[src/design/hvlp_pkg.sv]
package hvlp_pkg;

    localparam int LineBufferBytes = 64;
    localparam int NameCount       = 8;

    // Message kinds
    typedef enum logic [2:0] {
        KIND_HELLO  = 3'd0,
        KIND_PID    = 3'd1,
        KIND_MODE   = 3'd2,
        KIND_HEATER = 3'd3,
        KIND_TEMP_C = 3'd4,
        KIND_TEMP_A = 3'd5,
        KIND_POWER  = 3'd6,
        KIND_NOK    = 3'd7
    } kind_t;

    localparam logic [31:0] FieldCap = 32'h8000_0000;
    localparam logic [20:0] WholeCap = 21'd1048575;

    // Decimal parser flags
    typedef struct packed {
        logic done;
        logic neg;
        logic started;
    } pflags_t;

    // Line end event from the byte front end to the result stage
    typedef struct packed {
        logic        fire;
        logic [7:0]  match;
        logic [5:0]  hlen;
        logic [7:0]  first_byte;
        logic [1:0]  field_index;
        logic [31:0] acc0;
        logic [31:0] acc1;
        logic [31:0] acc2;
        logic        neg0;
        logic        neg1;
        logic        neg2;
        logic [20:0] whole;
        logic        whole_neg;
    } line_evt_t;

    function automatic logic [2:0] name_len(input int k);
        logic [2:0] l;
        unique case (k)
            0: l = 3'd5;
            1: l = 3'd3;
            2: l = 3'd1;
            7: l = 3'd3;
            default: l = 3'd2;
        endcase
        return l;
    endfunction

    function automatic logic [7:0] name_char(input int k, input logic [5:0] pos);
        logic [39:0] s;
        logic [7:0]  c;
        unique case (k)
            0: s = "OLLEH";
            1: s = {16'h0, "DIP"};
            2: s = {32'h0, "M"};
            3: s = {24'h0, "SH"};
            4: s = {24'h0, "CT"};
            5: s = {24'h0, "AT"};
            6: s = {24'h0, "WP"};
            default: s = {16'h0, "KON"};
        endcase
        c = 8'h00;
        if (pos < 6'd5)
        begin
            c = s[pos[2:0]*8 +: 8];
        end
        return c;
    endfunction

    function automatic logic is_blank(input logic [7:0] c);
        return (c == 8'h20) || (c >= 8'h09 && c <= 8'h0D);
    endfunction

    function automatic logic is_digit(input logic [7:0] c);
        return (c >= "0") && (c <= "9");
    endfunction

endpackage

[src/design/header_value_line_parser.sv]
// A line end byte's result passes through the stage 1 register and the output register.
// Throughput: one byte per cycle; input stalls while both result
// stages hold transactions.
// Reset: rst_n asynchronous, active low; clears parser state and
// valid flags, restarting in header phase.
module header_value_line_parser
    import hvlp_pkg::*;
#(
    parameter int LINE_BUFFER_BYTES = LineBufferBytes
)
(
    input  logic         clk,
    input  logic         rst_n,
    input  logic         s_axis_tvalid,
    output logic         s_axis_tready,
    input  logic [7:0]   s_axis_tdata,   // [7:0] rx_byte
    output logic         m_axis_tvalid,
    input  logic         m_axis_tready,
    // [2:0] msg_kind, [3] flag_bit, [35:4] gain_p, [67:36] gain_i,
    // [99:68] gain_d, [119:100] raw_reading, [142:120] scaled_reading, rest 0
    output logic [143:0] m_axis_tdata
);

    line_evt_t   evt;
    logic        take;
    logic        busy;
    logic [2:0]  msg_kind;
    logic        flag_bit;
    logic [31:0] gain_p, gain_i, gain_d;
    logic [19:0] raw_reading;
    logic [22:0] scaled_reading;

    // Stall only when both result stages are full
    assign s_axis_tready = !busy;
    assign take = s_axis_tvalid && s_axis_tready;

    hvlp_front #(.LINE_BUFFER_BYTES(LINE_BUFFER_BYTES)) u_front (
        .clk(clk), .rst_n(rst_n), .take(take), .c(s_axis_tdata), .evt(evt)
    );

    hvlp_result u_res (
        .clk(clk), .rst_n(rst_n), .evt(evt), .busy(busy),
        .out_ready(m_axis_tready), .out_valid(m_axis_tvalid),
        .msg_kind(msg_kind), .flag_bit(flag_bit),
        .gain_p(gain_p), .gain_i(gain_i), .gain_d(gain_d),
        .raw_reading(raw_reading), .scaled_reading(scaled_reading)
    );

    assign m_axis_tdata = {1'b0, scaled_reading, raw_reading, gain_d, gain_i,
                           gain_p, flag_bit, msg_kind};

    // A PID result never carries a zero proportional gain
    a_kind_range: assert property (@(posedge clk) disable iff (!rst_n)
        m_axis_tvalid |-> (m_axis_tdata[2:0] != KIND_PID
                           || m_axis_tdata[35:4] != 32'd0))
        else $error("pid result with zero gain");

    // Output holds while stalled
    a_hold: assert property (@(posedge clk) disable iff (!rst_n)
        m_axis_tvalid && !m_axis_tready |=> m_axis_tvalid && $stable(m_axis_tdata))
        else $error("result changed while stalled");

endmodule

[src/design/hvlp_dec.sv]
module hvlp_dec
    import hvlp_pkg::*;
#(
    parameter int W = 32
)
(
    input  logic [7:0]   c,
    input  pflags_t      flags,
    input  logic [W-1:0] acc,
    input  logic [W-1:0] cap,
    output pflags_t      flags_next,
    output logic [W-1:0] acc_next
);

    logic [W+3:0] prod;
    logic [3:0]   dig;

    assign dig  = c[3:0];
    assign prod = {4'b0, acc} * (W+4)'(10) + (W+4)'(dig);

    // Advance one decimal step
    always_comb
    begin
        flags_next = flags;
        acc_next   = acc;
        if (!flags.done)
        begin
            if (!flags.started)
            begin
                if (is_blank(c))
                begin
                    flags_next = flags;
                end
                else if (c == "+")
                begin
                    flags_next.started = 1'b1;
                end
                else if (c == "-")
                begin
                    flags_next.started = 1'b1;
                    flags_next.neg     = 1'b1;
                end
                else if (is_digit(c))
                begin
                    flags_next.started = 1'b1;
                    acc_next           = W'(dig);
                end
                else
                begin
                    flags_next.done = 1'b1;
                end
            end
            else if (is_digit(c))
            begin
                acc_next = (prod > {4'b0, cap}) ? cap : prod[W-1:0];
            end
            else
            begin
                flags_next.done = 1'b1;
            end
        end
    end

endmodule

[src/design/hvlp_front.sv]
module hvlp_front
    import hvlp_pkg::*;
#(
    parameter int LINE_BUFFER_BYTES = LineBufferBytes
)
(
    input  logic       clk,
    input  logic       rst_n,
    input  logic       take,
    input  logic [7:0] c,
    output line_evt_t  evt
);

    localparam int PosW = $clog2(LINE_BUFFER_BYTES);

    logic            hdr_reg, hdr_next;
    logic [PosW-1:0] pos_reg, pos_next;
    logic [7:0]      match_reg, match_next;
    logic [PosW-1:0] hlen_reg, hlen_next;
    logic [7:0]      first_reg, first_next;
    logic            term_reg, term_next;
    logic [1:0]      fidx_reg, fidx_next;
    logic [31:0]     acc_reg [3];
    logic [31:0]     acc_next [3];
    pflags_t         fl_reg [3];
    pflags_t         fl_next [3];
    logic [20:0]     whole_reg, whole_next;
    pflags_t         wfl_reg, wfl_next;

    logic [31:0]     sel_acc, sel_acc_d;
    pflags_t         sel_fl, sel_fl_d;
    logic [20:0]     whole_d;
    pflags_t         wfl_d;
    logic [PosW-1:0] pos_inc;
    logic [PosW-1:0] limit;

    assign limit   = PosW'(LINE_BUFFER_BYTES - 1);
    assign pos_inc = pos_reg + PosW'(1);
    assign sel_acc = acc_reg[fidx_reg];
    assign sel_fl  = fl_reg[fidx_reg];

    hvlp_dec #(.W(32)) u_field (
        .c(c), .flags(sel_fl), .acc(sel_acc), .cap(FieldCap),
        .flags_next(sel_fl_d), .acc_next(sel_acc_d)
    );

    hvlp_dec #(.W(21)) u_whole (
        .c(c), .flags(wfl_reg), .acc(whole_reg), .cap(WholeCap),
        .flags_next(wfl_d), .acc_next(whole_d)
    );

    // Line end event towards the result stage; a surviving match bit
    // implies a header of at most five bytes, so six length bits suffice
    always_comb
    begin
        evt.fire        = take && !hdr_reg && (c == 8'h0A || c == 8'h0D);
        evt.match       = match_reg;
        evt.hlen        = 6'(hlen_reg);
        evt.first_byte  = first_reg;
        evt.field_index = fidx_reg;
        evt.acc0        = acc_reg[0];
        evt.acc1        = acc_reg[1];
        evt.acc2        = acc_reg[2];
        evt.neg0        = fl_reg[0].neg;
        evt.neg1        = fl_reg[1].neg;
        evt.neg2        = fl_reg[2].neg;
        evt.whole       = whole_reg;
        evt.whole_neg   = wfl_reg.neg;
    end

    // Per byte state update
    always_comb
    begin
        logic clr_v;
        logic term_now;
        clr_v      = 1'b0;
        term_now   = term_reg || (c == 8'h00);
        hdr_next   = hdr_reg;
        pos_next   = pos_reg;
        match_next = match_reg;
        hlen_next  = hlen_reg;
        first_next = first_reg;
        term_next  = term_reg;
        fidx_next  = fidx_reg;
        acc_next   = acc_reg;
        fl_next    = fl_reg;
        whole_next = whole_reg;
        wfl_next   = wfl_reg;
        if (take)
        begin
            if (hdr_reg)
            begin
                if (c >= 8'd32 && c <= 8'd126)
                begin
                    if (c == ":")
                    begin
                        hdr_next = 1'b0;
                        clr_v    = 1'b1;
                    end
                    else
                    begin
                        for (int k = 0; k < NameCount; k++)
                        begin
                            if (pos_reg >= PosW'(name_len(k))
                                || name_char(k, 6'(pos_reg)) != c)
                            begin
                                match_next[k] = 1'b0;
                            end
                        end
                        pos_next  = pos_inc;
                        hlen_next = pos_inc;
                        if (pos_inc >= limit)
                        begin
                            pos_next   = '0;
                            match_next = '1;
                            hlen_next  = '0;
                        end
                    end
                end
            end
            else if (c == 8'h0A || c == 8'h0D)
            begin
                hdr_next   = 1'b1;
                pos_next   = '0;
                match_next = '1;
                hlen_next  = '0;
            end
            else
            begin
                if (pos_reg == '0)
                begin
                    first_next = c;
                end
                term_next = term_now;
                if (!term_now)
                begin
                    whole_next = whole_d;
                    wfl_next   = wfl_d;
                    if (c == ",")
                    begin
                        fl_next[fidx_reg].done = 1'b1;
                        if (fidx_reg < 2'd2)
                        begin
                            fidx_next = fidx_reg + 2'd1;
                        end
                    end
                    else
                    begin
                        fl_next[fidx_reg]  = sel_fl_d;
                        acc_next[fidx_reg] = sel_acc_d;
                    end
                end
                pos_next = pos_inc;
                if (pos_inc >= limit)
                begin
                    clr_v = 1'b1;
                end
            end
        end
        if (clr_v)
        begin
            pos_next   = '0;
            first_next = '0;
            term_next  = 1'b0;
            fidx_next  = '0;
            whole_next = '0;
            wfl_next   = '0;
            for (int k = 0; k < 3; k++)
            begin
                acc_next[k] = '0;
                fl_next[k]  = '0;
            end
        end
    end

    // Hold parser state
    always_ff @(posedge clk or negedge rst_n)
    begin
        if (!rst_n)
        begin
            hdr_reg   <= 1'b1;
            pos_reg   <= '0;
            match_reg <= '1;
            hlen_reg  <= '0;
            first_reg <= '0;
            term_reg  <= 1'b0;
            fidx_reg  <= '0;
            whole_reg <= '0;
            wfl_reg   <= '0;
            for (int k = 0; k < 3; k++)
            begin
                acc_reg[k] <= '0;
                fl_reg[k]  <= '0;
            end
        end
        else
        begin
            hdr_reg   <= hdr_next;
            pos_reg   <= pos_next;
            match_reg <= match_next;
            hlen_reg  <= hlen_next;
            first_reg <= first_next;
            term_reg  <= term_next;
            fidx_reg  <= fidx_next;
            whole_reg <= whole_next;
            wfl_reg   <= wfl_next;
            acc_reg   <= acc_next;
            fl_reg    <= fl_next;
        end
    end

endmodule

[src/design/hvlp_result.sv]
module hvlp_result
    import hvlp_pkg::*;
(
    input  logic        clk,
    input  logic        rst_n,
    input  line_evt_t   evt,
    output logic        busy,
    input  logic        out_ready,
    output logic        out_valid,
    output logic [2:0]  msg_kind,
    output logic        flag_bit,
    output logic [31:0] gain_p,
    output logic [31:0] gain_i,
    output logic [31:0] gain_d,
    output logic [19:0] raw_reading,
    output logic [22:0] scaled_reading
);

    // Stage 1: decode and multiply; stage 2: divide by constant into the output register
    logic        s1_vld_reg;
    kind_t       s1_kind_reg;
    logic        s1_flag_reg;
    logic [31:0] s1_p_reg, s1_i_reg, s1_d_reg;
    logic [19:0] s1_raw_reg;
    logic [35:0] s1_num_reg;

    logic        o_vld_reg;
    logic [2:0]  o_kind_reg;
    logic        o_flag_reg;
    logic [31:0] o_p_reg, o_i_reg, o_d_reg;
    logic [19:0] o_raw_reg;
    logic [22:0] o_sc_reg;

    logic        hit;
    kind_t       kind;
    logic        keep;
    logic [19:0] raw;
    logic [35:0] num;
    logic [35:0] quo;
    logic        adv;

    logic [23:0] q_hi;
    logic [24:0] q_sum;
    logic [12:0] q_hi2;
    logic [13:0] q_rem;
    logic [26:0] q_n4;
    logic [54:0] q_prod;

    function automatic logic [31:0] to_signed(input logic [31:0] m, input logic neg);
        logic [31:0] r;
        if (neg)
        begin
            r = 32'(0) - m;
        end
        else
        begin
            r = m[31] ? 32'h7FFF_FFFF : m;
        end
        return r;
    endfunction

    // Match header by priority
    always_comb
    begin
        hit  = 1'b0;
        kind = KIND_NOK;
        for (int k = NameCount - 1; k >= 0; k--)
        begin
            if (evt.match[k] && evt.hlen == {3'b0, name_len(k)})
            begin
                hit  = 1'b1;
                kind = kind_t'(3'(k));
            end
        end
        keep = hit && !(kind == KIND_PID
                        && (evt.field_index < 2'd2 || evt.acc0 == 32'd0));
        raw  = evt.whole_neg ? 20'd0 : evt.whole[19:0];
        if (kind == KIND_POWER)
        begin
            num = 36'(raw) * 36'd25600 + 36'd2047;
        end
        else
        begin
            num = 36'(raw) * 36'd256 + 36'd50;
        end
    end

    // Quotient: power divides by 4095 by folding 12-bit chunks
    // (x = a*4096 + b = a*4095 + a + b), temperatures divide by 100 as
    // a quarter times the reciprocal of 25 scaled by 2^32
    always_comb
    begin
        q_hi   = s1_num_reg[35:12];
        q_sum  = 25'(q_hi) + 25'(s1_num_reg[11:0]);
        q_hi2  = q_sum[24:12];
        q_rem  = 14'(q_hi2) + 14'(q_sum[11:0]);
        q_n4   = s1_num_reg[28:2];
        q_prod = 55'(q_n4) * 55'(28'd171798692);
        if (s1_kind_reg == KIND_POWER)
        begin
            quo = 36'(q_hi) + 36'(q_hi2) + 36'(q_rem >= 14'd4095);
        end
        else
        begin
            quo = 36'(q_prod[54:32]);
        end
    end

    assign adv  = !o_vld_reg || out_ready;
    assign busy = s1_vld_reg && o_vld_reg;

    always_ff @(posedge clk or negedge rst_n)
    begin
        if (!rst_n)
        begin
            s1_vld_reg <= 1'b0;
            o_vld_reg  <= 1'b0;
        end
        else
        begin
            if (adv)
            begin
                o_vld_reg <= s1_vld_reg;
            end
            if (adv || !s1_vld_reg)
            begin
                s1_vld_reg <= evt.fire && keep;
            end
        end
    end

    // Payload registers
    always_ff @(posedge clk)
    begin
        if (adv || !s1_vld_reg)
        begin
            s1_kind_reg <= kind;
            s1_flag_reg <= (kind == KIND_MODE || kind == KIND_HEATER)
                           && evt.first_byte == "1";
            s1_p_reg    <= (kind == KIND_PID) ? to_signed(evt.acc0, evt.neg0) : '0;
            s1_i_reg    <= (kind == KIND_PID) ? to_signed(evt.acc1, evt.neg1) : '0;
            s1_d_reg    <= (kind == KIND_PID) ? to_signed(evt.acc2, evt.neg2) : '0;
            s1_raw_reg  <= raw;
            s1_num_reg  <= num;
        end
        if (adv)
        begin
            o_kind_reg <= s1_kind_reg;
            o_flag_reg <= s1_flag_reg;
            o_p_reg    <= s1_p_reg;
            o_i_reg    <= s1_i_reg;
            o_d_reg    <= s1_d_reg;
            if (s1_kind_reg == KIND_TEMP_C || s1_kind_reg == KIND_TEMP_A
                || s1_kind_reg == KIND_POWER)
            begin
                o_raw_reg <= s1_raw_reg;
                o_sc_reg  <= quo[22:0];
            end
            else
            begin
                o_raw_reg <= '0;
                o_sc_reg  <= '0;
            end
        end
    end

    assign out_valid      = o_vld_reg;
    assign msg_kind       = o_kind_reg;
    assign flag_bit       = o_flag_reg;
    assign gain_p         = o_p_reg;
    assign gain_i         = o_i_reg;
    assign gain_d         = o_d_reg;
    assign raw_reading    = o_raw_reg;
    assign scaled_reading = o_sc_reg;

endmodule
[config.mk]
export PLATFORM = sky130hd
export DESIGN_NAME = header_value_line_parser
export DESIGN_NICKNAME = d
export VERILOG_FILES = /design/src/design/hvlp_pkg.sv /design/src/design/header_value_line_parser.sv /design/src/design/hvlp_dec.sv /design/src/design/hvlp_front.sv /design/src/design/hvlp_result.sv
export SDC_FILE = /design/constraint.sdc
export NUM_CORES = 2
export LEC_CHECK = 0
export BUFFER_PORTS_ARGS = -buffer_cell sky130_fd_sc_hd__buf_2
export CORE_AREA = 10 10 452 410
export CTS_BUF_LIST = sky130_fd_sc_hd__clkbuf_16
export DETAILED_ROUTE_END_ITERATION = 7
export DIE_AREA = 0 0 462 420
export PLACE_DENSITY = 0.44
export SETUP_SLACK_MARGIN = 0.3
export SLEW_MARGIN = 30
export SYNTH_ARGS = -nofsm -noshare
export SYNTH_HDL_FRONTEND = slang
export SYNTH_HIERARCHICAL = 1
export SYNTH_SLANG_ARGS = --single-unit
[constraint.sdc]
create_clock -name clk -period 13.7 [get_ports clk]
set_clock_uncertainty 0.1 [all_clocks]
set_input_delay 1.37 -clock clk [delete_from_list [all_inputs] [get_ports clk]]
set_output_delay 1.37 -clock clk [all_outputs]
set_load 0.005 [all_outputs]
; Word level (Yosys, flattened, before mapping)
; Cells that the tools add are included.
[word_totals]
elab_cells = 440
in_bits = 12
out_inout_bits = 146
regBits = 462
[op_classes]
multipliers = 4
n_addsub = 13
bitwise = 1
reduce_logical = 70
muxes = 230
eq_ne = 50
shift = 8
magnitude_cmp = 18
[op_table]
columns = operator, count
row1 = 2-to-1 mux 40 bit, 32
row2 = 2-to-1 mux 96 bit, 6
row3 = 2-to-1 mux 32 bit, 14
row4 = 2-to-1 mux 8 bit, 50
row5 = indexed part select 40 x 7 -> 8 bit, 8
row6 = 2-to-1 mux 21 bit, 13
row7 = 2-to-1 mux 3 bit, 33
row8 = bitwise mux 96 bit, 1
row9 = "subtractor 1 x 32 -> 32 bit, first input constant", 3
row10 = 2-to-1 mux 31 bit, 3
row11 = binary-select mux 32 bit (select 2 bit), 1
row12 = demux 32 bit (select 2 bit), 1
row13 = inequality test 8 bit, 8
row14 = 2-to-1 mux 6 bit, 9
row15 = 2-to-1 mux 9 bit, 6
row16 = "multiplier 27 x 26 -> 53 bit, second input constant", 1
row17 = AND reduction 5 bit, 10
row18 = "== test 8 x 6 -> 1 bit, second input constant", 6
row19 = 2-to-1 mux 1 bit, 40
row20 = "adder 35 x 11 -> 36 bit, second input constant", 1
row21 = adder 36 x 4 -> 36 bit, 1
row22 = "greater-than comparator 36 x 32 -> 1 bit, second input constant", 1
row23 = 2-to-1 mux 36 bit, 1
row24 = "multiplier 32 x 3 -> 35 bit, second input constant", 1
row25 = 52 further kinds, 144

; Depth between registers and ports, before layout
[logic_depth]
depth_word = 18
ltp_mapped = 36
mapped_depth_nobuf = 33

; By module
; The synthesis kept the hierarchy.
[modules_own_cells]
columns = mod, cells_each, area_per_inst_um2, seq_area_each_um2, instances
row1 = hvlp_result, 2690, 27745.4, 8818.5, 1
row2 = hvlp_front, 843, 7997.7, 4040.1, 1
row3 = hvlp_dec (u_front.u_field), 712, 4966.0, 0.0, 1
row4 = hvlp_dec (u_front.u_whole), 387, 2872.8, 0.0, 1
row5 = header_value_line_parser, 5, 28.8, 0.0, 1

; Worst setup path after synthesis
; No wires, ideal clock.
[synth_path]
kind = reg-to-reg
startpoint = reg u_front.fidx_reg[1]
endpoint = reg u_front.acc_reg, in the netlist u_front/evt[102]
path_buffers = 5
path_slack_ns = 6.249
path_stages_with_launch = 31
arrival_time_ns = 7.268
setup_time_ns = 0.083
required_ns = 13.517
synth_period_minus_slack_ns = 7.451
path_cell_list = dfrtp_1 clkbuf_1 buf_1 mux2i_1 o21ai_0 ha_1 ha_1 buf_2 a21o_4 a2111oi_4 nor3_1 o31a_1 nor4_1 nand4_1 or4b_4 nand2b_1 xnor2_1 ha_1 a21o_1 a21o_1 a21oi_1 o211ai_1 a21o_1 nand3_1 nor4bb_1 clkbuf_1 clkbuf_1 a21oi_1 o31ai_1 nand2_1 o21ai_0
[synth_via]
elab_chain_cells = 18
word_cells_on_any_way = 30
cone_classes = add/sub: 1 / mul: 1 / order compare: 3 / mux: 23 / bitwise: 1 / reduce/logical: 1
[synth_lines]
columns = element, line
row1 = from (decl), hvlp_front.sv:22  ; logic [1:0] fidx_reg, fidx_next;
row2 = from (signal assigned), hvlp_front.sv:204  ; fidx_reg <= fidx_next;
row3 = inverter 2 -> 3 bit (implied by the code) (*), hvlp_front.sv:39  ; assign sel_acc = acc_reg[fidx_reg];
row4 = binary-select mux 32 bit (select 2 bit) (*), hvlp_front.sv:39
row5 = 2-to-1 mux 32 bit (implied by the code) (*) (2 in series), hvlp_front.sv:39
row6 = via u_front.sel_acc[9], hvlp_front.sv:30  ; logic [31:0] sel_acc, sel_acc_d;
row7 = multiplier 32 x 3 -> 35 bit (*), hvlp_dec.sv:19  ; assign prod = {4'b0, acc} * (W+4)'(10) + (W+4)'(dig);
row8 = adder 36 x 4 -> 36 bit (*), hvlp_dec.sv:19
row9 = greater-than comparator 36 x 32 -> 1 bit, hvlp_dec.sv:55  ; acc_next = (prod > {4'b0, cap}) ? cap : prod[W-1:0];
row10 = 2-to-1 mux 32 bit (*), hvlp_dec.sv:55
row11 = [3 not listed], n/a
row12 = via u_front.sel_acc_d[13], hvlp_front.sv:30
row13 = bitwise mux 96 bit (*), hvlp_front.sv:150  ; acc_next[fidx_reg] = sel_acc_d;
row14 = 2-to-1 mux 96 bit (*), hvlp_front.sv:139  ; if (c == ",")
row15 = 2-to-1 mux 96 bit (*), hvlp_front.sv:135  ; if (!term_now)
row16 = 2-to-1 mux 96 bit (*), hvlp_front.sv:121  ; else if (c == 8'h0A || c == 8'h0D)
row17 = 2-to-1 mux 96 bit (*), hvlp_front.sv:91  ; if (hdr_reg)
row18 = 2-to-1 mux 96 bit (*), hvlp_front.sv:89  ; if (take)
row19 = 2-to-1 mux 96 bit (*), hvlp_front.sv:160  ; if (clr_v)
row20 = to (signal assigned), hvlp_front.sv:207  ; acc_reg <= acc_next;
row21 = to (decl), hvlp_front.sv:23  ; logic [31:0] acc_reg [3];
; The timed path passes the listed nets; every way through them passes the cells marked *. The select of a mux whose other input is x is not followed.
; A chain may end at the register's enable or synchronous reset.

; Worst setup path after layout
[layout_path]
startpoint = reg u_front.fidx_reg[1]
endpoint = reg u_front.acc_reg, in the netlist u_front/evt[97]
[layout_via]
elab_chain_cells = 18
word_cells_on_any_way = 30
cone_classes = add/sub: 1 / mul: 1 / order compare: 3 / mux: 23 / bitwise: 1 / reduce/logical: 1
[layout_lines]
columns = element, line
row1 = inverter 2 -> 3 bit (implied by the code), hvlp_front.sv:39
row2 = binary-select mux 32 bit (select 2 bit), hvlp_front.sv:39
row3 = 2-to-1 mux 32 bit (implied by the code) (2 in series), hvlp_front.sv:39
row4 = via u_front.sel_acc[12], hvlp_front.sv:30
row5 = multiplier 32 x 3 -> 35 bit, hvlp_dec.sv:19
row6 = adder 36 x 4 -> 36 bit, hvlp_dec.sv:19
row7 = greater-than comparator 36 x 32 -> 1 bit, hvlp_dec.sv:55
row8 = 2-to-1 mux 32 bit, hvlp_dec.sv:55
row9 = [3 not listed], n/a
row10 = via u_front.sel_acc_d[8], hvlp_front.sv:30
row11 = bitwise mux 96 bit, hvlp_front.sv:150
row12 = 2-to-1 mux 96 bit, hvlp_front.sv:139
row13 = 2-to-1 mux 96 bit, hvlp_front.sv:135
row14 = 2-to-1 mux 96 bit, hvlp_front.sv:121
row15 = 2-to-1 mux 96 bit, hvlp_front.sv:91
row16 = 2-to-1 mux 96 bit, hvlp_front.sv:89
row17 = 2-to-1 mux 96 bit, hvlp_front.sv:160
; The timed path passes the listed nets, and every way through them passes these cells. The select of a mux whose other input is x is not followed.

==> impl_summary.log <==
INFO  metric dr.first_iter.drc_count = approximately 2900
INFO  metric setup_buffers_after_cts = 0
INFO  metric final.period_utilization = 65.6%
INFO  metric reg2reg_depth = 27
INFO  metric rsz0062_at_grt = no
INFO  metric critical_path_required = 14.18 ns
INFO  metric power-per-cell-area = 107 nW/um^2
INFO  metric ctsLongestPathBuffers = 3
INFO  metric syn2layout_area_growth = 12.4%
INFO  metric gr-max-usage-layer = met2
INFO  metric design.die.area = around 190000 um^2
INFO  metric overall_via_count_from_detail_route = 34900
INFO  metric clockRootBuffer = clkbuf_16
INFO  metric worst_slew_pin_slew = 1.09 ns
INFO  metric synth_warnings = 6
INFO  metric grt_usage = ~15%
INFO  metric tritoncts.num_buffers = 54
INFO  metric worst_slew_margin_rel = 26.5%
INFO  metric number_of_stages_on_the_worst_setup_path = 27
INFO  metric final_period_minus_worst_setup_slack = 8.99 ns
INFO  metric gp_congestion = 0.888
INFO  metric min-delay-path-class = reg2reg
INFO  metric synth_enable_flop_cells = 292
INFO  metric antenna_violations_before_repair = 7
INFO  metric grt_use_met2 = 22.9%
INFO  metric fraction_of_power_spent_switching_nets = 40.4%
INFO  metric final_cell_utilization_of_the_core = 27.9%
INFO  metric global_route.usage.met1 = 21.4%
INFO  metric ir_drop = 0.0969 mV
INFO  metric ys.flop_type = edfxtp_1
INFO  metric grt_max_degree = 79
INFO  metric clk_pin_slew = 0.06 ns
INFO  metric asyncSetResetFlopFracSynth = 35.8%
INFO  metric capture_point_of_the_worst_path = u_front/evt[97]$_DFFE_PN0P_
INFO  metric worst-path-buf-inv = 2
INFO  metric synth_cell_types = 118
INFO  metric startpoint_type = flip-flop
INFO  metric switchingPower = 2.11 mW
INFO  metric final_cells = about 7200
INFO  metric worst_path_dominant_cell_family = compound AO/OA/AOI/OAI gates
INFO  metric fraction_of_final_layout_cells_with_drive_strength_greater_than_1 = 8.63%
INFO  metric placement_rows = 146
INFO  metric maxCapViolations = 0
INFO  metric clock_power_share = a little over a quarter
INFO  metric dp_hpwl = ~120000 um
INFO  metric worst_r2r_endpoint = u_front/evt[97]$_DFFE_PN0P_
INFO  metric endpoint_kind = flip-flop
INFO  metric drc = 0
INFO  metric final_critical_path_setup_slack = 4.71 ns
INFO  metric reg2reg_setup_slack = approximately 4.7 ns
INFO  metric timing_worst_setup_path_type = reg2reg
INFO  metric pwr-share-comb = between 40% and 50%
INFO  metric cts_hold_repair.buffers = 0
INFO  metric largest_reg_flops = 100
INFO  metric total_leakage_power = 23.9 nW
INFO  metric crit_path_max_fanout = 40
INFO  metric timing_hold_violations_final = 0
INFO  metric crit_path_top_delay_cell = o31ai_1
INFO  metric globalRouteOverflowTotal = 0
INFO  metric placement.io_buffers = 156
INFO  metric met3_track_utilization_from_global_routing = 1.81%
INFO  metric max_stage_delay = 0.83 ns
INFO  metric critical_path.startpoint = u_front/fidx_reg[1]$_DFFE_PN0P_
INFO  metric finalHoldWorstSlack = 0.311 ns
INFO  metric rr_startpoint = u_front/fidx_reg[1]$_DFFE_PN0P_
INFO  metric floorplan.io_pins = 158
INFO  metric setup_viol = 0
INFO  metric synth_seq_area_share = just under 30%
INFO  metric placedCellCount = approximately 7000
INFO  metric number_of_cells_upsized_or_downsized_after_cts = 0
INFO  metric totalWireLength = 145000 um
INFO  metric grt_first_pass_wirelength = 220000 um
INFO  metric dr.pass1.iters = 6
INFO  metric sequentialPowerShare = 30.9%
INFO  metric nNetsFinal = 5607
INFO  metric post-route-cell-area = 49000 um^2
INFO  metric cts_tree = built
INFO  metric maxClockFrequency = around 0.11 GHz
INFO  metric drt.antenna.violating_nets = 0
INFO  metric synth.ff_latch_count = between 400 and 500
INFO  metric fin_tns_setup = 0 ns
INFO  metric die_height = 420 um
INFO  metric dieWidth = roughly 460 um
INFO  metric routed_wire_length_per_instance = approximately 20 um
INFO  metric placedInstanceArea = 47200 um^2
INFO  metric cts.sinks = 455
INFO  metric worst_skew_pair.late_latency = 0.66 ns
INFO  metric dpl_worst_slack = 4.91 ns
INFO  metric hold_depth = 0
INFO  metric first_global_vias = 34100
INFO  metric report.final.slew_viol_count = 0
INFO  metric core-area = ~180000 um^2
INFO  metric run_status = completed
INFO  metric syn-instance-count = 4637
INFO  metric cts.htree.levels = 2
INFO  metric finalPower = 5.23 mW
INFO  metric arrival_worst_endpoint = approximately 9.5 ns
INFO  metric postSynthAreaPerCell = 9.40 um^2
INFO  metric internal_power = 3.12 mW
INFO  metric post_drt_via_cell_ratio = 4.88
INFO  metric initial_core_util = 24.9%
INFO  metric netlist_area = 43600 um^2
[cell usage in the layout, fill, tap and decap left out, types with 15 or more instances in the layout]
master	instances
mux2i_1	64
nand2b_1	56
inv_1	526
nor2_1	287
nand2_1	461
a311oi_1	62
nand4_1	80
o21ai_0	222
a21o_1	78
o31ai_1	25
or3_1	47
nand3_1	82
and2_1	23
dfrtp_1	149
o22ai_1	32
ha_1	537
nand3b_1	15
a21oi_1	243
o211ai_1	25
a211o_1	15
nor4_1	32
nor3_1	109
xnor2_1	114
a22o_1	72
xor2_1	76
fa_1	247
conb_1	92
buf_2	155
or2_2	20
clkbuf_16	55
a31oi_1	49
o21a_1	32
nor2b_1	27
edfxtp_1	292
buf_4	58
o21ai_1	41
and3_1	50
a211oi_1	19
[power groups by stage]
stage | combinational, mW | clock [mW] | sequential, mW
global route | 2.53 | 1.50 | 1.63
detailed placement | 2.22 | 0 | 1.64
finish | 2.21 | 1.40 | 1.62
CTS | 2.24 | 1.45 | 1.62
floorplan | 1.63 | 0 | 1.59
global placement | 2.21 | 0 | 1.64
[cell families after synthesis]
kind of cell,Yosys count,share of synthesized area (%)
DFF,455,29.5
other,3,0.0258
muxes,68,1.61
adders and majority gates,784,26.7
and+or+nand+nor,1378,15.6
AOI/OAI and AO/OA,1059,16.3
buffers and inverters,699,6.42
xor gates and xnor gates,191,3.85
[Yosys cell counts (21+ instances only)]
master	n	area (um^2)
ha_1	537	6720
inv_1	512	1920
nand2_1	461	1730
edfxtp_1	292	8770
nor2_1	292	1100
fa_1	247	4940
a21oi_1	244	1220
o21ai_0	224	1120
dfrtp_1	154	3850
clkbuf_1	130	488
xnor2_1	114	998
nor3_1	109	546
nand3_1	82	410
nand4_1	80	500
a21o_1	78	586
xor2_1	76	666
a22o_1	72	631
mux2i_1	64	641
a311oi_1	62	543
nand2b_1	57	357
and3_1	50	313
a31oi_1	49	307
or3_1	47	294
o21ai_1	39	195
nor4_1	32	200
o21a_1	32	240
o22ai_1	32	200
nor2b_1	27	169
o31ai_1	26	195
and2_1	25	156
o211ai_1	25	188
or2_2	21	131
[layout make-up]
class                           instances  area (um^2)
Clock buffer                           55         1380
Antenna cell                            2         5.00
Fill cell                           18700       126000
Tap cell                             2294         2870
Multi-Input combinational cell       3572        28400
Inverter                              513         1930
Sequential cell                       455        12900
Clock inverter                         46          357
Timing Repair Buffer                  215         1240
[routing by layer]
| layer | wire [um] | up-vias |
|---|---|---|
| met2 | 64800 | 734 |
| li1 | - | 16800 |
| met5 | 52 | - |
| met1 | 70900 | 17200 |
| met3 | 6810 | 135 |
| met4 | 2680 | 8 |
[worst min-delay path by stage]
stage                     slack (ns)                          to                             start
after global placement          0.30  u_res/gain_i[23]$_DFFE_PP_  u_res/s1_i_reg[23]$_SDFFCE_PP0P_
after detailed placement        0.31   u_res/gain_d[6]$_DFFE_PP_   u_res/s1_d_reg[6]$_SDFFCE_PP0P_
after CTS                       0.31   u_res/gain_p[8]$_DFFE_PP_   u_res/s1_p_reg[8]$_SDFFCE_PP0P_
after floorplan                 0.30    u_res/flag_bit$_DFFE_PP_       u_res/s1_flag_reg$_DFFE_PP_
after global routing            0.31  u_res/gain_i[27]$_DFFE_PP_  u_res/s1_i_reg[27]$_SDFFCE_PP0P_
final                           0.31  u_res/gain_i[27]$_DFFE_PP_  u_res/s1_i_reg[27]$_SDFFCE_PP0P_
No activity file was read; power rests on OpenSTA's default activity.
